## src/sv/assert_macros.svh

```systemverilog
// Assertion helper macros shared by the RTL files.
// Expects i_clk and i_rst_n in the scope of use; no other dependencies.
`ifndef ASSERT_MACROS_SVH
`define ASSERT_MACROS_SVH

// Property checked at every rising edge outside reset.
`define WTCM_ASSERT(lbl, prop, msg) \
    lbl: assert property (@(posedge i_clk) disable iff (!i_rst_n) (prop)) else $error(msg);

// Condition that must never be seen outside reset.
`define WTCM_NEVER(lbl, cond, msg) \
    lbl: assert property (@(posedge i_clk) disable iff (!i_rst_n) !(cond)) else $error(msg);

`endif

```

## src/sv/wtcm_pkg.sv

```systemverilog
// Shared types and constants for the wall texture column mapper.
// No dependencies; imported by every module of the block.
package wtcm_pkg;

    localparam int unsigned DEF_MAX_TEXTURE_SIZE = 1024;
    localparam int unsigned DEF_MAX_SCREEN_ROWS  = 2048;

    // configuration port
    localparam int unsigned CFG_IDX_W  = 3;
    localparam int unsigned CFG_DATA_W = 24;
    localparam logic [CFG_IDX_W-1:0] CFG_PLAYER_X       = 3'd0;
    localparam logic [CFG_IDX_W-1:0] CFG_PLAYER_Y       = 3'd1;
    localparam logic [CFG_IDX_W-1:0] CFG_TEXTURE_WIDTH  = 3'd2;
    localparam logic [CFG_IDX_W-1:0] CFG_TEXTURE_HEIGHT = 3'd3;
    localparam logic [CFG_IDX_W-1:0] CFG_SCREEN_HEIGHT  = 3'd4;

    // datapath widths
    localparam int unsigned STEP_W = 27;   // vertical step, unsigned Q11.16
    localparam int unsigned LH_W   = 16;   // slice height

    // action codes
    localparam logic ACT_LOAD    = 1'b0;
    localparam logic ACT_ADVANCE = 1'b1;

    // texture codes
    localparam logic [1:0] TEX_WEST  = 2'd0;
    localparam logic [1:0] TEX_EAST  = 2'd1;
    localparam logic [1:0] TEX_NORTH = 2'd2;
    localparam logic [1:0] TEX_SOUTH = 2'd3;

    typedef struct packed {
        logic capture;    // register a load item
        logic mul_hit;    // distance * direction, fractional hit
        logic div_start;  // launch step division
        logic mul_col;    // fraction * width, texel column
        logic mul_pos;    // offset * step
        logic commit;     // saturate start position, arm column
        logic advance;    // emit one row and step on
    } t_cmd;

    typedef struct packed {
        logic active;
        logic div_busy;
    } t_status;

endpackage

```

## src/sv/wtcm_div.sv

```systemverilog
// Restoring divider, one quotient bit per cycle, for the vertical step.
// Depends on wtcm_pkg.
module wtcm_div (
    input  logic                        i_clk,
    input  logic                        i_rst_n,
    input  logic                        i_start,
    input  logic [wtcm_pkg::STEP_W-1:0] i_dividend,
    input  logic [wtcm_pkg::LH_W-1:0]   i_divisor,
    output logic                        o_busy,
    output logic [wtcm_pkg::STEP_W-1:0] o_quotient
);
    import wtcm_pkg::*;

    localparam int unsigned CNT_W = $clog2(STEP_W + 1);

    logic [CNT_W-1:0]  r_cnt;
    logic [STEP_W-1:0] r_num;   // dividend shifts out, quotient shifts in
    logic [LH_W-1:0]   r_rem;
    logic [LH_W-1:0]   r_den;
    logic [LH_W:0]     shifted;
    logic [LH_W:0]     diff;
    logic              fits;

    assign shifted = {r_rem, r_num[STEP_W-1]};
    assign fits    = shifted >= {1'b0, r_den};
    assign diff    = shifted - {1'b0, r_den};

    always_ff @(posedge i_clk) begin
        if (!i_rst_n) begin
            r_cnt <= '0;
        end else if (i_start) begin
            r_cnt <= CNT_W'(STEP_W);
        end else if (r_cnt != '0) begin
            r_cnt <= r_cnt - CNT_W'(1);
        end
    end

    always_ff @(posedge i_clk) begin
        if (i_start) begin
            r_num <= i_dividend;
            r_rem <= '0;
            r_den <= i_divisor;
        end else if (r_cnt != '0) begin
            r_rem <= fits ? diff[LH_W-1:0] : shifted[LH_W-1:0];
            r_num <= {r_num[STEP_W-2:0], fits};
        end
    end

    assign o_busy     = r_cnt != '0;
    assign o_quotient = r_num;

endmodule

```

## src/sv/wtcm_ctrl.sv

```systemverilog
// Sequencer for the column mapper: input/output handshake and load steps.
// Depends on wtcm_pkg and assert_macros.svh.
`include "assert_macros.svh"

module wtcm_ctrl (
    input  logic              i_clk,
    input  logic              i_rst_n,
    input  logic              i_in_valid,
    input  logic              i_action,
    input  logic              i_out_ready,
    input  wtcm_pkg::t_status i_sts,
    output logic              o_in_ready,
    output logic              o_out_valid,
    output wtcm_pkg::t_cmd    o_cmd
);
    import wtcm_pkg::*;

    typedef enum logic [2:0] {
        S_IDLE,
        S_HIT,
        S_COL,
        S_DIV,
        S_POS,
        S_COMMIT
    } t_state;

    t_state r_state;
    t_state n_state;
    logic   r_out_valid;
    logic   accept;

    assign o_in_ready  = (r_state == S_IDLE) && (!r_out_valid || i_out_ready);
    assign accept      = i_in_valid && o_in_ready;
    assign o_out_valid = r_out_valid;

    always_comb begin
        o_cmd           = '0;
        o_cmd.capture   = accept && (i_action == ACT_LOAD);
        o_cmd.advance   = accept && (i_action == ACT_ADVANCE) && i_sts.active;
        o_cmd.mul_hit   = r_state == S_HIT;
        o_cmd.div_start = r_state == S_HIT;
        o_cmd.mul_col   = r_state == S_COL;
        o_cmd.mul_pos   = r_state == S_POS;
        o_cmd.commit    = r_state == S_COMMIT;
    end

    always_comb begin
        n_state = r_state;
        case (r_state)
            S_IDLE: begin
                if (o_cmd.capture) begin
                    n_state = S_HIT;
                end
            end
            S_HIT:    n_state = S_COL;
            S_COL:    n_state = S_DIV;
            S_DIV: begin
                if (!i_sts.div_busy) begin
                    n_state = S_POS;
                end
            end
            S_POS:    n_state = S_COMMIT;
            S_COMMIT: n_state = S_IDLE;
            default:  n_state = S_IDLE;
        endcase
    end

    always_ff @(posedge i_clk) begin
        if (!i_rst_n) begin
            r_state     <= S_IDLE;
            r_out_valid <= 1'b0;
        end else begin
            r_state <= n_state;
            if (o_cmd.advance) begin
                r_out_valid <= 1'b1;
            end else if (i_out_ready) begin
                r_out_valid <= 1'b0;
            end
        end
    end

    `WTCM_ASSERT(a_load_starts, o_cmd.capture |=> r_state == S_HIT, "load did not start sequence")
    `WTCM_NEVER(a_div_done, (r_state == S_POS) && i_sts.div_busy, "step used before divide done")
    `WTCM_ASSERT(a_out_cause, $rose(r_out_valid) |-> $past(o_cmd.advance), "result without advance")

endmodule

```

## src/sv/wtcm_dp.sv

```systemverilog
// Datapath of the column mapper: config registers, multiplies, column state, output register.
// Depends on wtcm_pkg and wtcm_div.
module wtcm_dp #(
    parameter int unsigned MAX_TEXTURE_SIZE = wtcm_pkg::DEF_MAX_TEXTURE_SIZE,
    parameter int unsigned MAX_SCREEN_ROWS  = wtcm_pkg::DEF_MAX_SCREEN_ROWS
) (
    input  logic                            i_clk,
    input  logic                            i_rst_n,
    input  wtcm_pkg::t_cmd                  i_cmd,
    output wtcm_pkg::t_status               o_sts,
    input  logic                            i_cfg_we,
    input  logic [wtcm_pkg::CFG_IDX_W-1:0]  i_cfg_index,
    input  logic [wtcm_pkg::CFG_DATA_W-1:0] i_cfg_data,
    input  logic                            i_hit_side,
    input  logic signed [15:0]              i_dir_x,
    input  logic signed [15:0]              i_dir_y,
    input  logic [23:0]                     i_wall_distance,
    input  logic [15:0]                     i_slice_height,
    input  logic [10:0]                     i_first_row,
    input  logic [10:0]                     i_final_row,
    input  logic [10:0]                     i_screen_column,
    output logic [10:0]                     o_out_column,
    output logic [10:0]                     o_out_row,
    output logic [1:0]                      o_texture_select,
    output logic [9:0]                      o_texel_x,
    output logic [9:0]                      o_texel_y,
    output logic                            o_last
);
    import wtcm_pkg::*;

    localparam logic [12:0] TEX_MAX = 13'(MAX_TEXTURE_SIZE);
    localparam logic [12:0] ROW_MAX = 13'(MAX_SCREEN_ROWS);

    // configuration
    logic [23:0] r_player_x;
    logic [23:0] r_player_y;
    logic [10:0] r_tex_w;
    logic [10:0] r_tex_h;
    logic [11:0] r_scr_h;
    logic [10:0] tex_w;
    logic [10:0] tex_h;
    logic [11:0] scr_h;

    // load staging
    logic               r_side;
    logic               r_mirror;
    logic signed [15:0] r_dx;
    logic signed [15:0] r_dy;
    logic [23:0]        r_dist;
    logic [LH_W-1:0]    r_lh;
    logic signed [17:0] r_offset;
    logic [15:0]        r_frac;
    logic signed [45:0] r_pos_prod;

    // column state
    logic               r_active;
    logic [1:0]         r_tex_sel;
    logic [9:0]         r_texel_col;
    logic [STEP_W-1:0]  r_step;
    logic signed [31:0] r_pos;
    logic [10:0]        r_cur_row;
    logic [10:0]        r_end_row;
    logic [10:0]        r_column;

    // output register
    logic [10:0] r_o_column;
    logic [10:0] r_o_row;
    logic [1:0]  r_o_tex;
    logic [9:0]  r_o_tx;
    logic [9:0]  r_o_ty;
    logic        r_o_last;

    logic [LH_W-1:0]    lh_fix;
    logic signed [17:0] n_offset;
    logic [1:0]         n_tex_sel;
    logic signed [15:0] hit_dir;
    logic [23:0]        hit_base;
    logic signed [40:0] hit_prod;
    logic [15:0]        n_frac;
    logic [26:0]        col_prod;
    logic [10:0]        col_raw;
    logic [10:0]        col_m;
    logic [STEP_W-1:0]  quotient;
    logic               div_busy;
    logic signed [45:0] pos_prod;
    logic signed [31:0] start_pos;
    logic signed [32:0] pos_sum;
    logic signed [31:0] n_pos;
    logic [10:0]        tx_full;
    logic [14:0]        ty_int;
    logic [14:0]        ty_lim;
    logic [14:0]        ty_full;
    logic               is_last;

    // effective sizes: a zero texture size acts as one, oversize clamps to the maximum
    always_comb begin
        if (r_tex_w == '0) begin
            tex_w = 11'd1;
        end else if ({2'b00, r_tex_w} > TEX_MAX) begin
            tex_w = TEX_MAX[10:0];
        end else begin
            tex_w = r_tex_w;
        end
        if (r_tex_h == '0) begin
            tex_h = 11'd1;
        end else if ({2'b00, r_tex_h} > TEX_MAX) begin
            tex_h = TEX_MAX[10:0];
        end else begin
            tex_h = r_tex_h;
        end
        if ({1'b0, r_scr_h} > ROW_MAX) begin
            scr_h = ROW_MAX[11:0];
        end else begin
            scr_h = r_scr_h;
        end
    end

    always_ff @(posedge i_clk) begin
        if (!i_rst_n) begin
            r_player_x <= '0;
            r_player_y <= '0;
            r_tex_w    <= 11'd64;
            r_tex_h    <= 11'd64;
            r_scr_h    <= 12'd480;
        end else if (i_cfg_we) begin
            case (i_cfg_index)
                CFG_PLAYER_X:       r_player_x <= i_cfg_data[23:0];
                CFG_PLAYER_Y:       r_player_y <= i_cfg_data[23:0];
                CFG_TEXTURE_WIDTH:  r_tex_w    <= i_cfg_data[10:0];
                CFG_TEXTURE_HEIGHT: r_tex_h    <= i_cfg_data[10:0];
                CFG_SCREEN_HEIGHT:  r_scr_h    <= i_cfg_data[11:0];
                default: ;
            endcase
        end
    end

    // load: texture pick and row offset
    always_comb begin
        lh_fix = (i_slice_height == '0) ? LH_W'(1) : i_slice_height;
        n_offset = $signed({7'b0, i_first_row}) - $signed({7'b0, scr_h[11:1]})
                   + $signed({3'b0, lh_fix[15:1]});
        if (!i_hit_side && i_dir_x[15]) begin
            n_tex_sel = TEX_WEST;
        end else if (!i_hit_side && (i_dir_x != '0)) begin
            n_tex_sel = TEX_EAST;
        end else if (i_hit_side && i_dir_y[15]) begin
            n_tex_sel = TEX_NORTH;
        end else begin
            n_tex_sel = TEX_SOUTH;
        end
    end

    // hit fraction: only the low 16 bits of player + floor(dist*dir/2^14) matter
    assign hit_dir  = r_side ? r_dx : r_dy;
    assign hit_base = r_side ? r_player_x : r_player_y;
    assign hit_prod = $signed({1'b0, r_dist}) * hit_dir;
    assign n_frac   = hit_base[15:0] + hit_prod[29:14];

    assign col_prod = 27'(r_frac) * 27'(tex_w);
    assign col_raw  = col_prod[26:16];
    assign col_m    = r_mirror ? (tex_w - col_raw - 11'd1) : col_raw;

    wtcm_div u_div (
        .i_clk      (i_clk),
        .i_rst_n    (i_rst_n),
        .i_start    (i_cmd.div_start),
        .i_dividend ({tex_h, 16'b0}),
        .i_divisor  (r_lh),
        .o_busy     (div_busy),
        .o_quotient (quotient)
    );

    assign pos_prod = r_offset * $signed({1'b0, quotient});

    always_comb begin
        if (!r_pos_prod[45] && (|r_pos_prod[44:31])) begin
            start_pos = 32'sh7FFF_FFFF;
        end else if (r_pos_prod[45] && !(&r_pos_prod[44:31])) begin
            start_pos = 32'sh8000_0000;
        end else begin
            start_pos = r_pos_prod[31:0];
        end
    end

    // advance: step with saturation at the top, clamp texel coordinates
    assign pos_sum = {r_pos[31], r_pos} + $signed({6'b0, r_step});
    assign n_pos   = (pos_sum[32] != pos_sum[31]) ? 32'sh7FFF_FFFF : pos_sum[31:0];
    assign tx_full = ({1'b0, r_texel_col} > (tex_w - 11'd1)) ? (tex_w - 11'd1)
                                                             : {1'b0, r_texel_col};
    assign ty_int  = r_pos[30:16];
    assign ty_lim  = {4'b0, tex_h - 11'd1};
    assign ty_full = r_pos[31] ? '0 : ((ty_int > ty_lim) ? ty_lim : ty_int);
    assign is_last = r_cur_row == r_end_row;

    always_ff @(posedge i_clk) begin
        if (!i_rst_n) begin
            r_active <= 1'b0;
        end else if (i_cmd.commit) begin
            r_active <= r_cur_row <= r_end_row;
        end else if (i_cmd.advance && is_last) begin
            r_active <= 1'b0;
        end
    end

    always_ff @(posedge i_clk) begin
        if (i_cmd.capture) begin
            r_side    <= i_hit_side;
            r_mirror  <= (n_tex_sel == TEX_EAST) || (n_tex_sel == TEX_NORTH);
            r_dx      <= i_dir_x;
            r_dy      <= i_dir_y;
            r_dist    <= i_wall_distance;
            r_lh      <= lh_fix;
            r_offset  <= n_offset;
            r_tex_sel <= n_tex_sel;
            r_cur_row <= i_first_row;
            r_end_row <= i_final_row;
            r_column  <= i_screen_column;
        end
        if (i_cmd.mul_hit) begin
            r_frac <= n_frac;
        end
        if (i_cmd.mul_col) begin
            r_texel_col <= col_m[9:0];
        end
        if (i_cmd.mul_pos) begin
            r_pos_prod <= pos_prod;
        end
        if (i_cmd.commit) begin
            r_step <= quotient;
            r_pos  <= start_pos;
        end
        if (i_cmd.advance) begin
            r_o_column <= r_column;
            r_o_row    <= r_cur_row;
            r_o_tex    <= r_tex_sel;
            r_o_tx     <= tx_full[9:0];
            r_o_ty     <= ty_full[9:0];
            r_o_last   <= is_last;
            r_pos      <= n_pos;
            r_cur_row  <= r_cur_row + 11'd1;
        end
    end

    assign o_sts.active   = r_active;
    assign o_sts.div_busy = div_busy;

    assign o_out_column     = r_o_column;
    assign o_out_row        = r_o_row;
    assign o_texture_select = r_o_tex;
    assign o_texel_x        = r_o_tx;
    assign o_texel_y        = r_o_ty;
    assign o_last           = r_o_last;

endmodule

```

## src/sv/wall_texture_column_mapper_top.sv

```systemverilog
// Top level of the wall texture column mapper: sequencer plus datapath.
// Depends on wtcm_pkg, wtcm_ctrl, wtcm_dp (and wtcm_div below it).
//
// Channel   Direction  Handshake                   Payload
// in        input      i_in_valid / o_in_ready     action, hit, direction, distance, rows, column
// out       output     o_out_valid / i_out_ready   column, row, texture, texel x/y, last
// cfg       input      i_cfg_we (no wait)          i_cfg_index, i_cfg_data
//
// Advance items: one transfer per cycle while the output is taken; each row result sits in an output register,
//   and the next item is taken in the same cycle the held result is taken.
// Load items: after the transfer, ready stays low until the load sequence ends, which is
//   governed by the 27-step serial divider for the vertical step; the hit and column
//   multiplies overlap it, the position multiply and commit follow it.
// Reset: synchronous, active low; clears the sequencer, divider count and active flag, sets config to defaults.
// A stalled output blocks further input only while a result is still held.
module wall_texture_column_mapper_top #(
    parameter int unsigned MAX_TEXTURE_SIZE = wtcm_pkg::DEF_MAX_TEXTURE_SIZE,
    parameter int unsigned MAX_SCREEN_ROWS  = wtcm_pkg::DEF_MAX_SCREEN_ROWS
) (
    input  logic                            i_clk,
    input  logic                            i_rst_n,
    // input channel
    input  logic                            i_in_valid,
    output logic                            o_in_ready,
    input  logic                            i_action,
    input  logic                            i_hit_side,
    input  logic signed [15:0]              i_dir_x,
    input  logic signed [15:0]              i_dir_y,
    input  logic [23:0]                     i_wall_distance,
    input  logic [15:0]                     i_slice_height,
    input  logic [10:0]                     i_first_row,
    input  logic [10:0]                     i_final_row,
    input  logic [10:0]                     i_screen_column,
    // output channel
    output logic                            o_out_valid,
    input  logic                            i_out_ready,
    output logic [10:0]                     o_out_column,
    output logic [10:0]                     o_out_row,
    output logic [1:0]                      o_texture_select,
    output logic [9:0]                      o_texel_x,
    output logic [9:0]                      o_texel_y,
    output logic                            o_last,
    // configuration writes
    input  logic                            i_cfg_we,
    input  logic [wtcm_pkg::CFG_IDX_W-1:0]  i_cfg_index,
    input  logic [wtcm_pkg::CFG_DATA_W-1:0] i_cfg_data
);
    import wtcm_pkg::*;

    t_cmd    cmd;   // sequencer -> datapath strobes
    t_status sts;   // datapath -> sequencer: column active, divider busy

    // Sequencer: takes a load, walks hit multiply, column multiply, divide wait,
    // position multiply and commit; advances go straight to the output register.
    wtcm_ctrl u_ctrl (
        .i_clk       (i_clk),
        .i_rst_n     (i_rst_n),
        .i_in_valid  (i_in_valid),
        .i_action    (i_action),
        .i_out_ready (i_out_ready),
        .i_sts       (sts),
        .o_in_ready  (o_in_ready),
        .o_out_valid (o_out_valid),
        .o_cmd       (cmd)
    );

    // Datapath: config registers, per-column state, arithmetic and result payload.
    wtcm_dp #(
        .MAX_TEXTURE_SIZE (MAX_TEXTURE_SIZE),
        .MAX_SCREEN_ROWS  (MAX_SCREEN_ROWS)
    ) u_dp (
        .i_clk            (i_clk),
        .i_rst_n          (i_rst_n),
        .i_cmd            (cmd),
        .o_sts            (sts),
        .i_cfg_we         (i_cfg_we),
        .i_cfg_index      (i_cfg_index),
        .i_cfg_data       (i_cfg_data),
        .i_hit_side       (i_hit_side),
        .i_dir_x          (i_dir_x),
        .i_dir_y          (i_dir_y),
        .i_wall_distance  (i_wall_distance),
        .i_slice_height   (i_slice_height),
        .i_first_row      (i_first_row),
        .i_final_row      (i_final_row),
        .i_screen_column  (i_screen_column),
        .o_out_column     (o_out_column),
        .o_out_row        (o_out_row),
        .o_texture_select (o_texture_select),
        .o_texel_x        (o_texel_x),
        .o_texel_y        (o_texel_y),
        .o_last           (o_last)
    );

endmodule
```

## config.mk

```make
export PLATFORM = sky130hd
export DESIGN_NAME = wall_texture_column_mapper_top
export DESIGN_NICKNAME = d
export VERILOG_FILES = /design/src/sv/wtcm_pkg.sv /design/src/sv/wtcm_div.sv /design/src/sv/wtcm_ctrl.sv /design/src/sv/wtcm_dp.sv /design/src/sv/wall_texture_column_mapper_top.sv
export VERILOG_INCLUDE_DIRS = /design/src /design/src/sv
export SDC_FILE = /design/constraint.sdc
export NUM_CORES = 2
export LEC_CHECK = 0
export BUFFER_PORTS_ARGS = -buffer_cell sky130_fd_sc_hd__buf_2
export CAP_MARGIN = 0
export CORE_UTILIZATION = 65
export CTS_BUF_LIST = sky130_fd_sc_hd__clkbuf_4 sky130_fd_sc_hd__clkbuf_8
export DETAILED_ROUTE_END_ITERATION = 8
export PLACE_DENSITY = 0.83
export SKIP_CTS_REPAIR_TIMING = 1
export SLEW_MARGIN = 20
export SYNTH_ARGS = -nofsm -noshare
export SYNTH_HDL_FRONTEND = slang
export SYNTH_HIERARCHICAL = 1
export SYNTH_SLANG_ARGS = --single-unit
```

## constraint.sdc

```tcl
create_clock -name i_clk -period 9.4 [get_ports i_clk]
set_clock_uncertainty 0.05 [all_clocks]
set_input_delay 1.41 -clock i_clk [delete_from_list [all_inputs] [get_ports i_clk]]
set_output_delay 1.41 -clock i_clk [all_outputs]
set_load 0.01 [all_outputs]
```

==> impl_results.md <==
* Status: complete, no violations
* Share of layout cells above drive strength 1 at 0.0910
* Clock transition at the registers of the reported paths at 0.07 ns
* Post-synth top area cell: fa_1
* Tcrit/Tclk final at 0.959
* Placed Instances at ~6.3k
* Top FF cell, synth: edfxtp_1
* Setup crit end kind: register
* Area contributors post-synth: fa_1 (30%), edfxtp_1 (20%), ha_1 (10%)
* Die Ht at between 200 and 300 um
* Clock root buffer: clkbuf_8
* Worst-path fanout max at 14
* Final hold violations at 0
* Routability Congestion at 0.920
* Sequential fraction of the synthesis area at 0.237
* Hold WC Path Type: register to register
* Total GRT Usage at 0.322
* Slew headroom at 0.212
* First-pass GRT wire length at 205000 um
* Yosys Warn Count at 6
* Syn Std Cell Area at 51300 um^2
* Largest net degree at the start of global routing at 76
* Dpl hpwl at roughly 94000 um
* Final WS setup at 0.390 ns
* Worst Path Buf+Inv at 5
* N_diodes at 0
* EDFF count, synth at between 300 and 400
* Synthesized instance count at 5264
* Post-synth cell types at 95
* Worst-Margin Slew at 1.18 ns
* Commonest cells post-synth: inv_1 (919), nand2_1 (809), fa_1 (766), ha_1 (426), edfxtp_1 (344)
* Max Cap Viol at 0
* Antenna violations before repair at 5
* Core area at 77800 um^2
* Routed wire length at 125000 um
* Total gr overflow at 0
* Async SR Flop Fraction at 0
* Synth top area share at 0.299
* Die ar. at 80100 um^2
* Initial Util at 0.659
* Final design utilization at 0.704
* Nets at roughly 6.7k
* Drt via density at slightly below 6
* Non-filler cells, final at about 6.5k
* Largest stage delay, worst path at 0.57 ns
* Die width at 283 um
* Critical Path RT at 9.76 ns
* Top-count cell post-synth: inv_1
* Number of CTS-inserted buffers at 76
* Min cycle time layout at between 9 and 10 ns
* DRT iter0 DRCs at 3122
* Seq cells post-synth at 435
* H-tree levels at 3
* Vias at 37.7k
* # port buffers at 177
* I/O Pins at roughly 190
* TNS Setup at 0 ns
* Pre-CTS WS at approximately 0.44 ns
* TritonCTS Sinks at 435
* Setup violators final at 0
* Delay-heaviest family, CP: adder cells
* Drt pass-1 iters at 6
* Slowest-stage cell, CP: fa_1
* Syn avg cell area at around 10 um^2
* Layout area overhead at 6.70%
* DR DRC count at 0
* Num rows at 102
* Critical path class: register to register
* TritonCTS clock tree: done
* Clock latency on the worst-skew pair at between 0.7 and 0.8 ns
* Data arrival, critical path at 9.37 ns
* Fmax at 0.111 GHz
* CP most frequent cell: fa_1
* Post-route ant nets at 0
* Vias in the first global route at 40.3k
* Crit start category: register
* Fin. max-slew vios at 0
* Max clock buf depth at 3
* Routed len/inst at just under 20 um
cell type report:
| type | count | area (um^2) |
|---|---|---|
| Multi-Input combinational cell | 3685 | 34900 |
| Fill cell | 5580 | 23100 |
| Sequential cell | 435 | 12200 |
| Inverter | 921 | 3460 |
| Timing Repair Buffer | 238 | 1380 |
| Tap cell | 1040 | 1300 |
| Clock buffer | 103 | 1270 |
| Clock inverter | 37 | 318 |
metrics by stage:
stage	hold WS, ns	area [um^2]
4_1_cts	0.365	54700
5_1_grt	0.372	54800
6_report	0.362	54800
3_5_place_dp	0.355	53100
2_1_floorplan	0.350	51400
3_3_place_gp	0.350	53100
final timing paths:
check	from	to	slack (ns)	cells past startpoint
worst min-delay path	u_dp/r_lh[9]	u_dp/u_div/r_den[9]	0.36	0
worst max-delay path	u_dp/r_side	u_dp/r_frac[14]	0.39	31
worst max register to register	u_dp/r_side	u_dp/r_frac[14]	0.39	31
worst min register to register	u_dp/r_lh[9]	u_dp/u_div/r_den[9]	0.36	0
logic make-up after synthesis:
kind of cell    after synthesis  synth area share
flops                       435             0.237
other cells                   1         0.0000730
mux                          76            0.0162
buf+inv                    1159            0.0860
compound gates              576            0.0756
simple gates               1647             0.153
xor+xnor                    178            0.0304
fa+ha+maj                  1192             0.402
cell usage in the layout (no fill, tap or decap), types with 109 or more instances in the layout:
cell / n
inv_1: 919
nand2_1: 809
fa_1: 766
ha_1: 426
edfxtp_1: 344
and2_1: 298
buf_2: 177
nor2_1: 173
a21oi_1: 136
xnor2_1: 130
o21ai_0: 109
registers in the layout, indices dropped and copies added (netlist names), 16 cells and up:
register,count
u_dp/r_lh,16
u_dp/u_div/o_quotient,27
u_dp/r_frac,16
u_dp/r_dist,24
u_dp/r_dy,16
u_dp/u_div/r_den,16
u_dp/r_offset,17
u_dp/u_div/r_rem,16
u_dp/r_step,27
u_dp/r_pos_prod,45
u_dp/r_pos,32
u_dp/r_dx,16
u_dp/r_player_y,16
u_dp/r_player_x,16
metal layers:
layer  GRT usage  share of wire
met1       0.418           0.39
met2       0.526           0.47
met3      0.0728          0.099
met4       0.126          0.035
met5           0        0.00032
Power is left out: the tool's default activity adds up to more than one toggle a clock period on the data nets, which glitch-free logic cannot reach.
